[src/design/swts_pkg.sv]
// Shared types and constants for the sliding-window temperature statistics block.
// No dependencies.
`default_nettype none

package swts_pkg;

   // Sample and result field widths
   localparam int DATA_W     = 16;
   localparam int HELD_W     = 4;
   // Default window depth
   localparam int WINDOW_DEF = 10;

   // Divider status seen by the sequencer
   typedef struct packed {
      logic busy;
      logic done;
   } div_sts_type;

endpackage

`default_nettype wire

[src/design/sliding_window_temperature_stats.sv]
// Each request steps through update, scan and finish; the response waits on the serial divider
// and on a free response register.
// One request in flight; the next is taken once the result is registered, while that result
// may still wait on the response side.
// Reset: synchronous, clears slot, fill count and running sum; ring contents stay undefined.
`default_nettype none

module sliding_window_temperature_stats #(
   parameter int WINDOW = swts_pkg::WINDOW_DEF
) (
   input  wire logic                              clock,
   input  wire logic                              reset,
   input  wire logic                              req_valid,
   output logic                                   req_stall,
   input  wire logic signed [swts_pkg::DATA_W-1:0] req_sample,
   output logic                                   rsp_valid,
   input  wire logic                              rsp_stall,
   output logic signed [swts_pkg::DATA_W-1:0]     rsp_mean,
   output logic signed [swts_pkg::DATA_W-1:0]     rsp_minimum,
   output logic signed [swts_pkg::DATA_W-1:0]     rsp_maximum,
   output logic [swts_pkg::HELD_W-1:0]            rsp_held
);
   import swts_pkg::*;

   localparam int SLOT_W = $clog2(WINDOW);
   localparam int FILL_W = $clog2(WINDOW + 1);
   localparam int SUM_W  = DATA_W + $clog2(WINDOW);

   typedef enum logic [1:0] {S_IDLE, S_UPDATE, S_SCAN, S_FINISH} state_type;

   state_type                state_ff, state_in;
   logic signed [DATA_W-1:0] sample_ff, sample_in;
   logic [SLOT_W-1:0]        slot_ff, slot_in;
   logic [FILL_W-1:0]        fill_ff, fill_in;
   logic signed [SUM_W-1:0]  sum_ff, sum_in;
   logic [SLOT_W-1:0]        scan_idx_ff, scan_idx_in;
   logic                     issue_ff, issue_in;
   logic                     cmp_vld_ff, cmp_vld_in;
   logic                     first_ff, first_in;
   logic signed [DATA_W-1:0] lo_ff, lo_in;
   logic signed [DATA_W-1:0] hi_ff, hi_in;
   logic                     rsp_valid_ff, rsp_valid_in;
   logic signed [DATA_W-1:0] rsp_mean_ff, rsp_mean_in;
   logic signed [DATA_W-1:0] rsp_min_ff, rsp_min_in;
   logic signed [DATA_W-1:0] rsp_max_ff, rsp_max_in;
   logic [HELD_W-1:0]        rsp_held_ff, rsp_held_in;

   logic                     full;
   logic                     rd_en;
   logic [SLOT_W-1:0]        rd_addr;
   logic signed [DATA_W-1:0] rd_data;
   logic                     wr_en;
   logic                     div_start;
   div_sts_type              div_sts;
   logic signed [DATA_W-1:0] div_quot;
   logic signed [SUM_W-1:0]  old_ext;

   assign full = (fill_ff == FILL_W'(WINDOW));

   swts_ring #(
      .DEPTH (WINDOW)
   ) u_ring (
      .clock   (clock),
      .wr_en   (wr_en),
      .wr_addr (slot_ff),
      .wr_data (sample_ff),
      .rd_en   (rd_en),
      .rd_addr (rd_addr),
      .rd_data (rd_data)
   );

   swts_div #(
      .SUM_W  (SUM_W),
      .FILL_W (FILL_W)
   ) u_div (
      .clock    (clock),
      .reset    (reset),
      .start    (div_start),
      .dividend (sum_in),
      .divisor  (fill_in),
      .sts      (div_sts),
      .quotient (div_quot)
   );

   // Sequence one request: fetch oldest, update ring and sum, scan, collect mean
   always_comb begin
      state_in     = state_ff;
      sample_in    = sample_ff;
      slot_in      = slot_ff;
      fill_in      = fill_ff;
      sum_in       = sum_ff;
      scan_idx_in  = scan_idx_ff;
      issue_in     = issue_ff;
      cmp_vld_in   = 1'b0;
      first_in     = first_ff;
      lo_in        = lo_ff;
      hi_in        = hi_ff;
      rsp_valid_in = rsp_valid_ff && rsp_stall;
      rsp_mean_in  = rsp_mean_ff;
      rsp_min_in   = rsp_min_ff;
      rsp_max_in   = rsp_max_ff;
      rsp_held_in  = rsp_held_ff;
      rd_en        = 1'b0;
      rd_addr      = slot_ff;
      wr_en        = 1'b0;
      div_start    = 1'b0;
      old_ext      = full ? SUM_W'(rd_data) : '0;

      case (state_ff)
         S_IDLE: begin
            // Take the request and read the sample it displaces
            if (req_valid) begin
               sample_in = req_sample;
               rd_en     = full;
               state_in  = S_UPDATE;
            end
         end
         S_UPDATE: begin
            // Drop the oldest sample, store the new one, start the divide
            sum_in      = sum_ff - old_ext + SUM_W'(sample_ff);
            fill_in     = full ? fill_ff : fill_ff + 1'b1;
            slot_in     = (slot_ff == SLOT_W'(WINDOW - 1)) ? '0 : slot_ff + 1'b1;
            wr_en       = 1'b1;
            div_start   = 1'b1;
            scan_idx_in = '0;
            issue_in    = 1'b1;
            first_in    = 1'b1;
            state_in    = S_SCAN;
         end
         S_SCAN: begin
            // Issue one read a cycle over the held slots
            if (issue_ff) begin
               rd_en      = 1'b1;
               rd_addr    = scan_idx_ff;
               cmp_vld_in = 1'b1;
               if (FILL_W'(scan_idx_ff) + 1'b1 == fill_ff) begin
                  issue_in = 1'b0;
               end else begin
                  scan_idx_in = scan_idx_ff + 1'b1;
               end
            end
            // Fold returned data into min and max
            if (cmp_vld_ff) begin
               first_in = 1'b0;
               if (first_ff || rd_data < lo_ff) begin
                  lo_in = rd_data;
               end
               if (first_ff || rd_data > hi_ff) begin
                  hi_in = rd_data;
               end
            end
            if (!issue_ff && !cmp_vld_ff) begin
               state_in = S_FINISH;
            end
         end
         S_FINISH: begin
            // Hold until the divider is done and the response slot is free
            if (div_sts.done && !div_sts.busy && (!rsp_valid_ff || !rsp_stall)) begin
               rsp_valid_in = 1'b1;
               rsp_mean_in  = div_quot;
               rsp_min_in   = lo_ff;
               rsp_max_in   = hi_ff;
               rsp_held_in  = HELD_W'(fill_ff);
               state_in     = S_IDLE;
            end
         end
         default: begin
            state_in = S_IDLE;
         end
      endcase
   end

   always_ff @(posedge clock) begin
      if (reset) begin
         state_ff     <= S_IDLE;
         slot_ff      <= '0;
         fill_ff      <= '0;
         sum_ff       <= '0;
         issue_ff     <= 1'b0;
         cmp_vld_ff   <= 1'b0;
         rsp_valid_ff <= 1'b0;
      end else begin
         state_ff     <= state_in;
         slot_ff      <= slot_in;
         fill_ff      <= fill_in;
         sum_ff       <= sum_in;
         issue_ff     <= issue_in;
         cmp_vld_ff   <= cmp_vld_in;
         rsp_valid_ff <= rsp_valid_in;
      end
      sample_ff   <= sample_in;
      scan_idx_ff <= scan_idx_in;
      first_ff    <= first_in;
      lo_ff       <= lo_in;
      hi_ff       <= hi_in;
      rsp_mean_ff <= rsp_mean_in;
      rsp_min_ff  <= rsp_min_in;
      rsp_max_ff  <= rsp_max_in;
      rsp_held_ff <= rsp_held_in;
   end

   assign req_stall   = (state_ff != S_IDLE);
   assign rsp_valid   = rsp_valid_ff;
   assign rsp_mean    = rsp_mean_ff;
   assign rsp_minimum = rsp_min_ff;
   assign rsp_maximum = rsp_max_ff;
   assign rsp_held    = rsp_held_ff;

endmodule

`default_nettype wire

[src/design/swts_ring.sv]
// Sample ring: one write port, one read port, registered read data.
// Depends on swts_pkg.
`default_nettype none

module swts_ring #(
   parameter  int DEPTH  = swts_pkg::WINDOW_DEF,
   localparam int ADDR_W = $clog2(DEPTH)
) (
   input  wire logic                              clock,
   input  wire logic                              wr_en,
   input  wire logic [ADDR_W-1:0]                 wr_addr,
   input  wire logic signed [swts_pkg::DATA_W-1:0] wr_data,
   input  wire logic                              rd_en,
   input  wire logic [ADDR_W-1:0]                 rd_addr,
   output logic signed [swts_pkg::DATA_W-1:0]     rd_data
);
   import swts_pkg::*;

   logic signed [DATA_W-1:0] mem_ff [DEPTH];
   logic signed [DATA_W-1:0] rd_data_ff;

   // Write the new sample
   always_ff @(posedge clock) begin
      if (wr_en) begin
         mem_ff[wr_addr] <= wr_data;
      end
   end

   // Register the read data
   always_ff @(posedge clock) begin
      if (rd_en) begin
         rd_data_ff <= mem_ff[rd_addr];
      end
   end

   assign rd_data = rd_data_ff;

endmodule

`default_nettype wire

[src/design/swts_div.sv]
// Serial signed-by-unsigned divider, one quotient bit per cycle, truncates toward zero.
// Depends on swts_pkg.
`default_nettype none

module swts_div #(
   parameter int SUM_W  = 20,
   parameter int FILL_W = 4
) (
   input  wire logic                          clock,
   input  wire logic                          reset,
   input  wire logic                          start,
   input  wire logic signed [SUM_W-1:0]       dividend,
   input  wire logic [FILL_W-1:0]             divisor,
   output swts_pkg::div_sts_type              sts,
   output logic signed [swts_pkg::DATA_W-1:0] quotient
);
   import swts_pkg::*;

   localparam int CNT_W = $clog2(SUM_W + 1);

   logic              busy_ff, busy_in;
   logic              done_ff, done_in;
   logic [CNT_W-1:0]  cnt_ff, cnt_in;
   logic              neg_ff, neg_in;
   logic [SUM_W-1:0]  quo_ff, quo_in;
   logic [FILL_W:0]   rem_ff, rem_in;
   logic [FILL_W-1:0] dvs_ff, dvs_in;

   logic [FILL_W:0]   rem_sh;
   logic [FILL_W:0]   rem_diff;
   logic              fits;
   logic [SUM_W-1:0]  quo_signed;

   // Shift one dividend bit into the remainder and try a subtract
   always_comb begin
      rem_sh   = {rem_ff[FILL_W-1:0], quo_ff[SUM_W-1]};
      rem_diff = rem_sh - {1'b0, dvs_ff};
      fits     = (rem_sh >= {1'b0, dvs_ff});
   end

   // Sequence the iterations
   always_comb begin
      busy_in = busy_ff;
      done_in = done_ff;
      cnt_in  = cnt_ff;
      neg_in  = neg_ff;
      quo_in  = quo_ff;
      rem_in  = rem_ff;
      dvs_in  = dvs_ff;
      if (start) begin
         busy_in = 1'b1;
         done_in = 1'b0;
         cnt_in  = CNT_W'(SUM_W);
         neg_in  = dividend[SUM_W-1];
         quo_in  = dividend[SUM_W-1] ? (~dividend + 1'b1) : dividend;
         rem_in  = '0;
         dvs_in  = divisor;
      end else if (busy_ff) begin
         quo_in = {quo_ff[SUM_W-2:0], fits};
         rem_in = fits ? rem_diff : rem_sh;
         cnt_in = cnt_ff - 1'b1;
         if (cnt_ff == CNT_W'(1)) begin
            busy_in = 1'b0;
            done_in = 1'b1;
         end
      end
   end

   always_ff @(posedge clock) begin
      if (reset) begin
         busy_ff <= 1'b0;
         done_ff <= 1'b0;
      end else begin
         busy_ff <= busy_in;
         done_ff <= done_in;
      end
      cnt_ff <= cnt_in;
      neg_ff <= neg_in;
      quo_ff <= quo_in;
      rem_ff <= rem_in;
      dvs_ff <= dvs_in;
   end

   // Restore the sign of the quotient
   assign quo_signed = neg_ff ? (~quo_ff + 1'b1) : quo_ff;
   assign quotient   = quo_signed[DATA_W-1:0];
   assign sts.busy   = busy_ff;
   assign sts.done   = done_ff;

endmodule

`default_nettype wire

[config.mk]
export PLATFORM = sky130hd
export DESIGN_NAME = sliding_window_temperature_stats
export DESIGN_NICKNAME = d
export VERILOG_FILES = /design/src/design/swts_pkg.sv /design/src/design/sliding_window_temperature_stats.sv /design/src/design/swts_ring.sv /design/src/design/swts_div.sv
export SDC_FILE = /design/constraint.sdc
export NUM_CORES = 1
export LEC_CHECK = 0
export BUFFER_PORTS_ARGS = -buffer_cell sky130_fd_sc_hd__buf_2
export CAP_MARGIN = 20
export CORE_ASPECT_RATIO = 0.6
export CORE_MARGIN = 2
export CORE_UTILIZATION = 35
export CTS_CLUSTER_DIAMETER = 80
export DETAILED_ROUTE_END_ITERATION = 16
export GPL_TIMING_DRIVEN = 0
export PLACE_DENSITY = 0.55
export SYNTH_ARGS = -nofsm -noshare
export SYNTH_HDL_FRONTEND = slang
export SYNTH_SLANG_ARGS = --single-unit
[constraint.sdc]
create_clock -name clock -period 5.4 [get_ports clock]
set_input_delay 0.81 -clock clock [delete_from_list [all_inputs] [get_ports clock]]
set_output_delay 0.81 -clock clock [all_outputs]
set_load 0.02 [all_outputs]
==> flow_summary_export.csv, run 1 <==
group,metric,value,unit
placed_design,place_ws,-0.169,ns
clock_network,cts_tree,"done",
clock_network,numClockSinks,350,
detailed_routing,avgRoutedWirePerCell,19.4,um
grt,antenna_found_initial,0,
critical_path,cp-endpoint,"u_div.quo_ff[18]",
critical_path,slowest_delay,0.56,ns
sta,skew,0.0242,ns
synthesis,syn_inst,1217,
floorplan,row_count,61,
clock_network,cts_inserted_buffers,35,
synthesis,synth_top_area_share,56.0,%
final_layout,regArea,0.0101,sq mm
clock_network,cts_buffer_depth,3,
sta,grt_setup_unrepaired,"no",
pwr,vdd_drop_max,293,uV
detailed_routing,via_per_inst,5.04,
placed_design,routabilityCongestion,0.824,
critical_path,cp_slowest_cell,"ha_1",
final_layout,multiInputGateArea,0.00580,sq mm
flow_run,cap_violations,0,
floorplan,start_util,35.4,%
critical_path,r2r_setup_slack,0.41,ns
final_layout,nets,1449,
critical_path,timing.critical_path.mode_cell,"clkbuf_1",
grt,grt_start_max_net_pins,32,
detailed_routing,drc,0,
critical_path,arrival,5.28,ns
final_layout,stdcell_count,1996,
grt,grt_pass1_vias,10000,
critical_path,r2r-end,"u_div.quo_ff[18]",
synthesis,synth_most_common_cell,"edfxtp_1",
grt,gr-usage-all-layers,16.2,%
synthesis,yosys-top-cells-area,"edfxtp_1 56%, dfxtp_1 5.4%, ha_1 5.1%, mux4_2 4.4%, inv_1 2.8%",
sta,relSlewSlack,30.1,%
clock_network,insertion_delay,0.54,ns
detailed_routing,drt_iter0_drc,806,
sta,fin_crit_sh,92.4,%
floorplan,die_w,284,um
sta,min_period,4.99,ns
floorplan,core_region_area,0.0463,sq mm
pwr,p_leak,7.11,nW
clock_network,clkSlewWorstSetupHoldPaths,0.06,ns
synthesis,synth.largest_area_cell,"edfxtp_1",
detailed_routing,ant_nets,0,
critical_path,cp.required,5.69,ns
critical_path,rr_worst_depth,14,
grt,grt_overflow,0,
status,status,"completed",
critical_path,crit_start,"state_ff[1]",
placed_design,dpl.hpwl,28900,um
floorplan,die-area,0.0487,sq mm
synthesis,synthTopCellsByCount,"306 x edfxtp_1, 124 x inv_1, 79 x nor2_1",
synthesis,ys_async_sr_fraction,0,%
clock_network,htree_levels,2,
sta,maxSlewViolCount,0,
detailed_routing,vias,10100,
floorplan,die_y,172,um
sta,tns,0,ns
sta,tightest_slew,1.02,ns
sta,fin_ws,0.410,ns
critical_path,path_depth,14,
detailed_routing,firstDrtPassIters,5,
critical_path,cp_max_fo,10,
final_layout,nFillCells,4349,
synthesis,avgSynthCellArea,13.5,sq um
detailed_routing,wirelength,38700,um
critical_path,path_delay_family,"buffers and inverters",
sta,setup_viol,0,
critical_path,r2r-start,"state_ff[1]",
placed_design,place_inst,1935,
synthesis,synth-edff-count,306,
sta,max_freq,200,MHz
critical_path,cp_num_buf_inv,5,
final_layout,area_delta_synth_final,15.8,%
synthesis,ys_types,75,
min_path,worst_hold_path_type,"primary input to flip-flop",
synthesis,yosys_warnings,0,
critical_path,worstSetupEndpointType,"flip-flop",
critical_path,crit_chain,"inv_1, ha_1, clkbuf_1, clkbuf_1, clkbuf_1, clkbuf_2, mux2i_1, ha_1, nand2_1, and4bb_2, nand3_1, nor3_1, a32o_1, nand2_1",
synthesis,synth.cell_area,0.0164,sq mm
sta,finalHoldViolCount,0,
clock_network,cts-root-buf,"clkbuf_16",
pwr,power_density,568,mW/mm^2
grt,grt_pass1_wl,59900,um
synthesis,ys_ff_latch,350,
critical_path,critical_path_class,"flip-flop to flip-flop",
synthesis,syn_nets,1324,
floorplan,pin_count,74,
final_layout,diodes,0,
critical_path,critPathLaunchType,"flip-flop",
synthesis,synth_ff_type,"edfxtp_1",
final_layout,drive_gt1_share,16.5,%
synthesis,yosysSeqAreaShare,61.3,%
placed_design,io_buffers,72,
## area by class of cell
cell class / count / area share [%]
flip-flops and latches: 350 / 53.0
multi-input cells: 701 / 30.5
clock buffers: 45 / 4.91
well taps: 630 / 4.15
repair buffers: 88 / 2.88
inverters: 125 / 2.48
clock inverters: 16 / 1.26
plain buffers: 41 / 0.869
## placed cells by master, fill, tap and decap left out, types with 7 or more instances in the layout
master     Yosys  routed
a211oi_1      26      25
a21o_1        16      16
a21oi_1       67      65
and2_1        18      18
and3_1         7       7
buf_2          8      81
clkbuf_1      29      36
clkbuf_16      0      35
dfxtp_1       44      44
edfxtp_1     306     306
fa_1          20      20
ha_1          67      67
inv_1        124     124
mux2i_1       32      32
mux4_2        32      32
nand2_1       60      60
nand2b_1       9       9
nand3_1       14      14
nand4_1       10      10
nor2_1        79      74
nor2b_1       27      27
nor3_1        23      18
o21a_1         7       7
o21ai_0       31      30
o31ai_1        9       9
xnor2_1       34      33
xor2_1        24      24
## report_power, final
part	total [W]	internal, W	switching, W
Sequential	0.00382	0.00349	0.000326
Clock	0.00252	0.00147	0.00105
Combinational	0.00446	0.00173	0.00273
Total	0.0108	0.00670	0.00410
## per-stage QoR
stage               cell area [sq um]  hold WS (ns)  power, W  utilization (%)
global placement                17600         0.435   0.00821             37.9
floorplan                       16400         0.406   0.00710                -
detailed placement              17800         0.438   0.00829             38.5
global route                    19000         0.417    0.0116             41.0
finish                          19000         0.441    0.0108             41.0
CTS                             19000         0.415    0.0109             41.0
## layer usage
layer / share of wire (%) / up-vias / GRT usage [%]
met3: 6.2 / 54 / 3.83
met5: 0 / - / 0
li1: - / 4722 / -
met1: 53 / 5040 / 25.4
met2: 39 / 246 / 22.4
met4: 1.7 / 0 / 3.47
## kinds of logic after synthesis
group                    Yosys count  synth area share, %
multiplexers                      68                 6.63
AND/OR/NAND/NOR                  280                 8.57
buffers and inverters            166                 3.87
AO/OA/AOI/OAI                    206                 8.64
flip-flops                       350                 61.3
adder cells (fa/ha/maj)           87                 7.55
XOR/XNOR                          60                 3.41
## repair_timing
action,CTS,global route
setup buffers,0,0
pin swaps,0,0
gates resized for setup,2,6
setup endpoints to repair,2,10
hold buffers,0,0
hold endpoints to repair,0,0
## sequential cells by signal, summed over array words and instances (netlist names), 4 cells and up
signal and count:
u_div.quo_ff 20, u_div.dvs_ff 4, fill_ff 4, scan_idx_ff 4, rsp_maximum 16, lo_ff 16, slot_ff 4, u_div.cnt_ff 5
sum_ff 20, sample_ff 16, u_div.rem_ff 4, rsp_held 4, rsp_mean 16, u_ring.mem_ff 160, u_ring.rd_data 16, hi_ff 16
rsp_minimum 16
## worst min path at each step
stage               slack, ns             end           start  cells past startpoint
detailed placement       0.44  rsp_minimum[5]        lo_ff[5]                      0
floorplan                0.41     rsp_held[2]      fill_ff[2]                      0
CTS                      0.42   sample_ff[12]  req_sample[12]                      1
finish                   0.44   sample_ff[12]  req_sample[12]                      1
global route             0.42   sample_ff[13]  req_sample[13]                      1
global placement         0.44  rsp_minimum[5]        lo_ff[5]                      0
Power figures use the tool's default switching activity.
==> run 2: changes to the inputs <==
--- a/config.mk
+++ b/config.mk
@@ -5,6 +5,7 @@
 export SDC_FILE = /design/constraint.sdc
 export NUM_CORES = 1
 export LEC_CHECK = 0
+export ABC_AREA = 1
 export BUFFER_PORTS_ARGS = -buffer_cell sky130_fd_sc_hd__buf_2
 export CAP_MARGIN = 20
 export CORE_ASPECT_RATIO = 0.6
==> flow_summary_export.csv, run 2 <==
group,metric,value,unit
status,status,"completed",
final_layout,nFillCells,4662,
final_layout,nets,1829,
synthesis,ys_types,49,
final_layout,regMostFlops,"u_ring.mem_ff",
flow_run,cap_violations,0,
pwr,power_density,580,mW/mm^2
final_layout,drive_gt1_share,14.0,%
floorplan,die-area,0.0499,sq mm
clock_network,cts_hold_buffers,0,
synthesis,synth_ff_type,"edfxtp_1",
final_layout,multiInputGateArea,0.00565,sq mm
synthesis,yosys_warnings,0,
final_layout,stdcell_count,2389,
sta,finalHoldViolCount,0,
floorplan,core_region_area,0.0476,sq mm
pwr,power_frac_seq,34.4,%
final_layout,diodes,0,
critical_path,cp_max_fo,10,
synthesis,ys_async_sr_fraction,0,%
grt,gr-usage-all-layers,17.1,%
detailed_routing,via_per_inst,4.89,
critical_path,cp-endpoint,"u_div.quo_ff[6]",
final_layout,area_delta_synth_final,15.1,%
sta,max_freq,214,MHz
final_layout,mostFrequentLayoutCells,"306 x edfxtp_1, 236 x inv_1, 214 x nand2_1, 185 x nor2_1, 122 x o21ai_0",
synthesis,yosysSeqAreaShare,59.9,%
synthesis,ys_ff_latch,350,
synthesis,synth.largest_area_cell,"edfxtp_1",
detailed_routing,ant_nets,0,
placed_design,place_ws,0.903,ns
sta,min_period,4.67,ns
grt,grt_pass1_wl,65400,um
critical_path,path_delay_family,"simple AND/OR/NAND/NOR gates",
synthesis,synth_most_common_cell,"edfxtp_1",
floorplan,pin_count,74,
placed_design,dpl.hpwl,32200,um
critical_path,crit_chain,"inv_1, ha_1, nand3_1, clkbuf_1, nor2_1, fa_1, inv_1, ha_1, nand2_1, nor2_1, nand3_2, nand2_2, nand2_2, nand3_2, nand3_2, nand2_4, buf_6, nand2_1, nand2_1, o211ai_2",
pwr,pwr-share-comb,43.7,%
clock_network,numClockSinks,350,
critical_path,critical_path_class,"flip-flop to flip-flop",
placed_design,place_inst,2324,
synthesis,syn_inst,1598,
grt,grt_pass1_vias,11100,
min_path,hp-start,"req_sample[2]",
clock_network,clkSlewWorstSetupHoldPaths,0.06,ns
synthesis,synthTopCellsByCount,"306 x edfxtp_1, 236 x inv_1, 214 x nand2_1",
floorplan,die_w,287,um
pwr,switching_share,42.3,%
critical_path,slowest_delay,0.52,ns
clock_network,insertion_delay,0.55,ns
sta,fin_ws,0.733,ns
pwr,internal_power,0.00648,W
grt,grt_overflow,0,
critical_path,arrival,4.94,ns
sta,setup_viol,0,
clock_network,cts_resized,0,
synthesis,synth-edff-count,306,
final_layout,mostFrequentLayoutCell,"edfxtp_1",
critical_path,cp_num_buf_inv,4,
placed_design,io_buffers,73,
floorplan,die_y,174,um
clock_network,htree_levels,2,
sta,tightest_slew,1.05,ns
final_layout,reg_top3,"u_ring.mem_ff (160), sum_ff (20), u_div.quo_ff (20)",
synthesis,synth_top_area_share,54.7,%
floorplan,row_count,62,
sta,fin_crit_sh,86.4,%
critical_path,cp.required,5.68,ns
clock_network,cts_buffer_depth,3,
sta,grt_setup_unrepaired,"no",
detailed_routing,drc,0,
critical_path,r2r-start,"fill_ff[0]",
critical_path,r2r_setup_slack,0.73,ns
sta,relSlewSlack,30.0,%
min_path,worst_hold_path_type,"primary input to flip-flop",
synthesis,syn_nets,1705,
sta,tns,0,ns
critical_path,worstSetupEndpointType,"flip-flop",
final_layout,regArea,0.0101,sq mm
final_layout,largest_reg_flops,160,
placed_design,routabilityCongestion,0.862,
detailed_routing,avgRoutedWirePerCell,17.9,um
floorplan,start_util,35.3,%
detailed_routing,drt_iter0_drc,1115,
critical_path,r2r-end,"u_div.quo_ff[6]",
sta,maxSlewViolCount,0,
grt,grt_start_max_net_pins,32,
critical_path,crit_start,"fill_ff[0]",
sta,skew,0.0228,ns
pwr,p_leak,7.72,nW
critical_path,cp_slowest_cell,"fa_1",
clock_network,cts_tree,"done",
clock_network,cts-root-buf,"clkbuf_16",
synthesis,yosys-top-cells-area,"edfxtp_1 55%, inv_1 5.3%, dfxtp_1 5.2%, ha_1 5.0%, nand2_1 4.8%",
critical_path,path_depth,20,
detailed_routing,firstDrtPassIters,5,
clock_network,postCtsSetupBuffers,0,
sta,timing.hold.ws,0.439,ns
pwr,vdd_drop_max,261,uV
detailed_routing,wirelength,42700,um
pwr,switchingPower,0.00475,W
synthesis,synth.cell_area,0.0168,sq mm
detailed_routing,vias,11700,
critical_path,rr_worst_depth,20,
clock_network,cts_inserted_buffers,36,
critical_path,critPathLaunchType,"flip-flop",
pwr,power.share.clock,21.9,%
grt,antenna_found_initial,0,
synthesis,avgSynthCellArea,10.5,sq um
-- run 2: cell count changes after synthesis, moves of 27 or more --
cell	delta
nand2_2	+27
mux2i_1	-32
mux4_2	-32
nor2_1	+113
o22ai_1	+27
nand3_1	+55
inv_1	+112
nor2b_1	-27
o21ai_0	+92
nand2_1	+154
-- run 2: logic make-up after synthesis --
| group | share of synthesized area [%] |
|---|---|
| and+or+nand+nor | 15.3 |
| DFF | 59.9 |
| buffers and inverters | 6.80 |
| AOI/OAI and AO/OA | 9.12 |
| adders and majority gates | 7.37 |
| xor gates and xnor gates | 1.51 |
-- run 2: layout make-up --
cell class | count | area share, %
flip-flops and latches | 350 | 52.0
multi-input cells | 958 | 29.2
clock buffers | 42 | 4.77
inverters | 245 | 4.75
well taps | 640 | 4.14
repair buffers | 86 | 2.75
clock inverters | 23 | 1.16
plain buffers | 45 | 1.16
-- run 2: how the worst min path moves through the flow --
stage                                  to  slack, ns  depth (start not counted)
after floorplan           rsp_maximum[10]       0.43                          0
after global placement    rsp_minimum[10]       0.43                          0
after detailed placement  rsp_maximum[11]       0.44                          0
after CTS                    sample_ff[9]       0.42                          1
after global routing         sample_ff[4]       0.42                          1
final                        sample_ff[2]       0.44                          1
-- run 2: layer usage --
metal  track usage, %  wire length, um  vias up
met3             3.99             3720       45
met5                0                0        -
met1             27.9            22400     5605
li1                 -                -     5676
met2             22.6            16000      359
met4             3.26              581        0
-- run 2: power groups by stage --
stage	logic, W	clock network, W	registers (W)
floorplan	0.00357	0	0.00377
global placement	0.00474	0	0.00391
detailed placement	0.00483	0	0.00392
CTS	0.00486	0.00251	0.00386
global route	0.00554	0.00261	0.00391
finish	0.00491	0.00246	0.00387
-- run 2: stage by stage --
stage	util, %	cell area (sq um)	total power (W)
floorplan	-	16800	0.00734
finish	40.6	19300	0.0112
CTS	40.6	19300	0.0112
detailed placement	38.2	18200	0.00874
global route	40.6	19300	0.0121
global placement	37.7	18000	0.00865
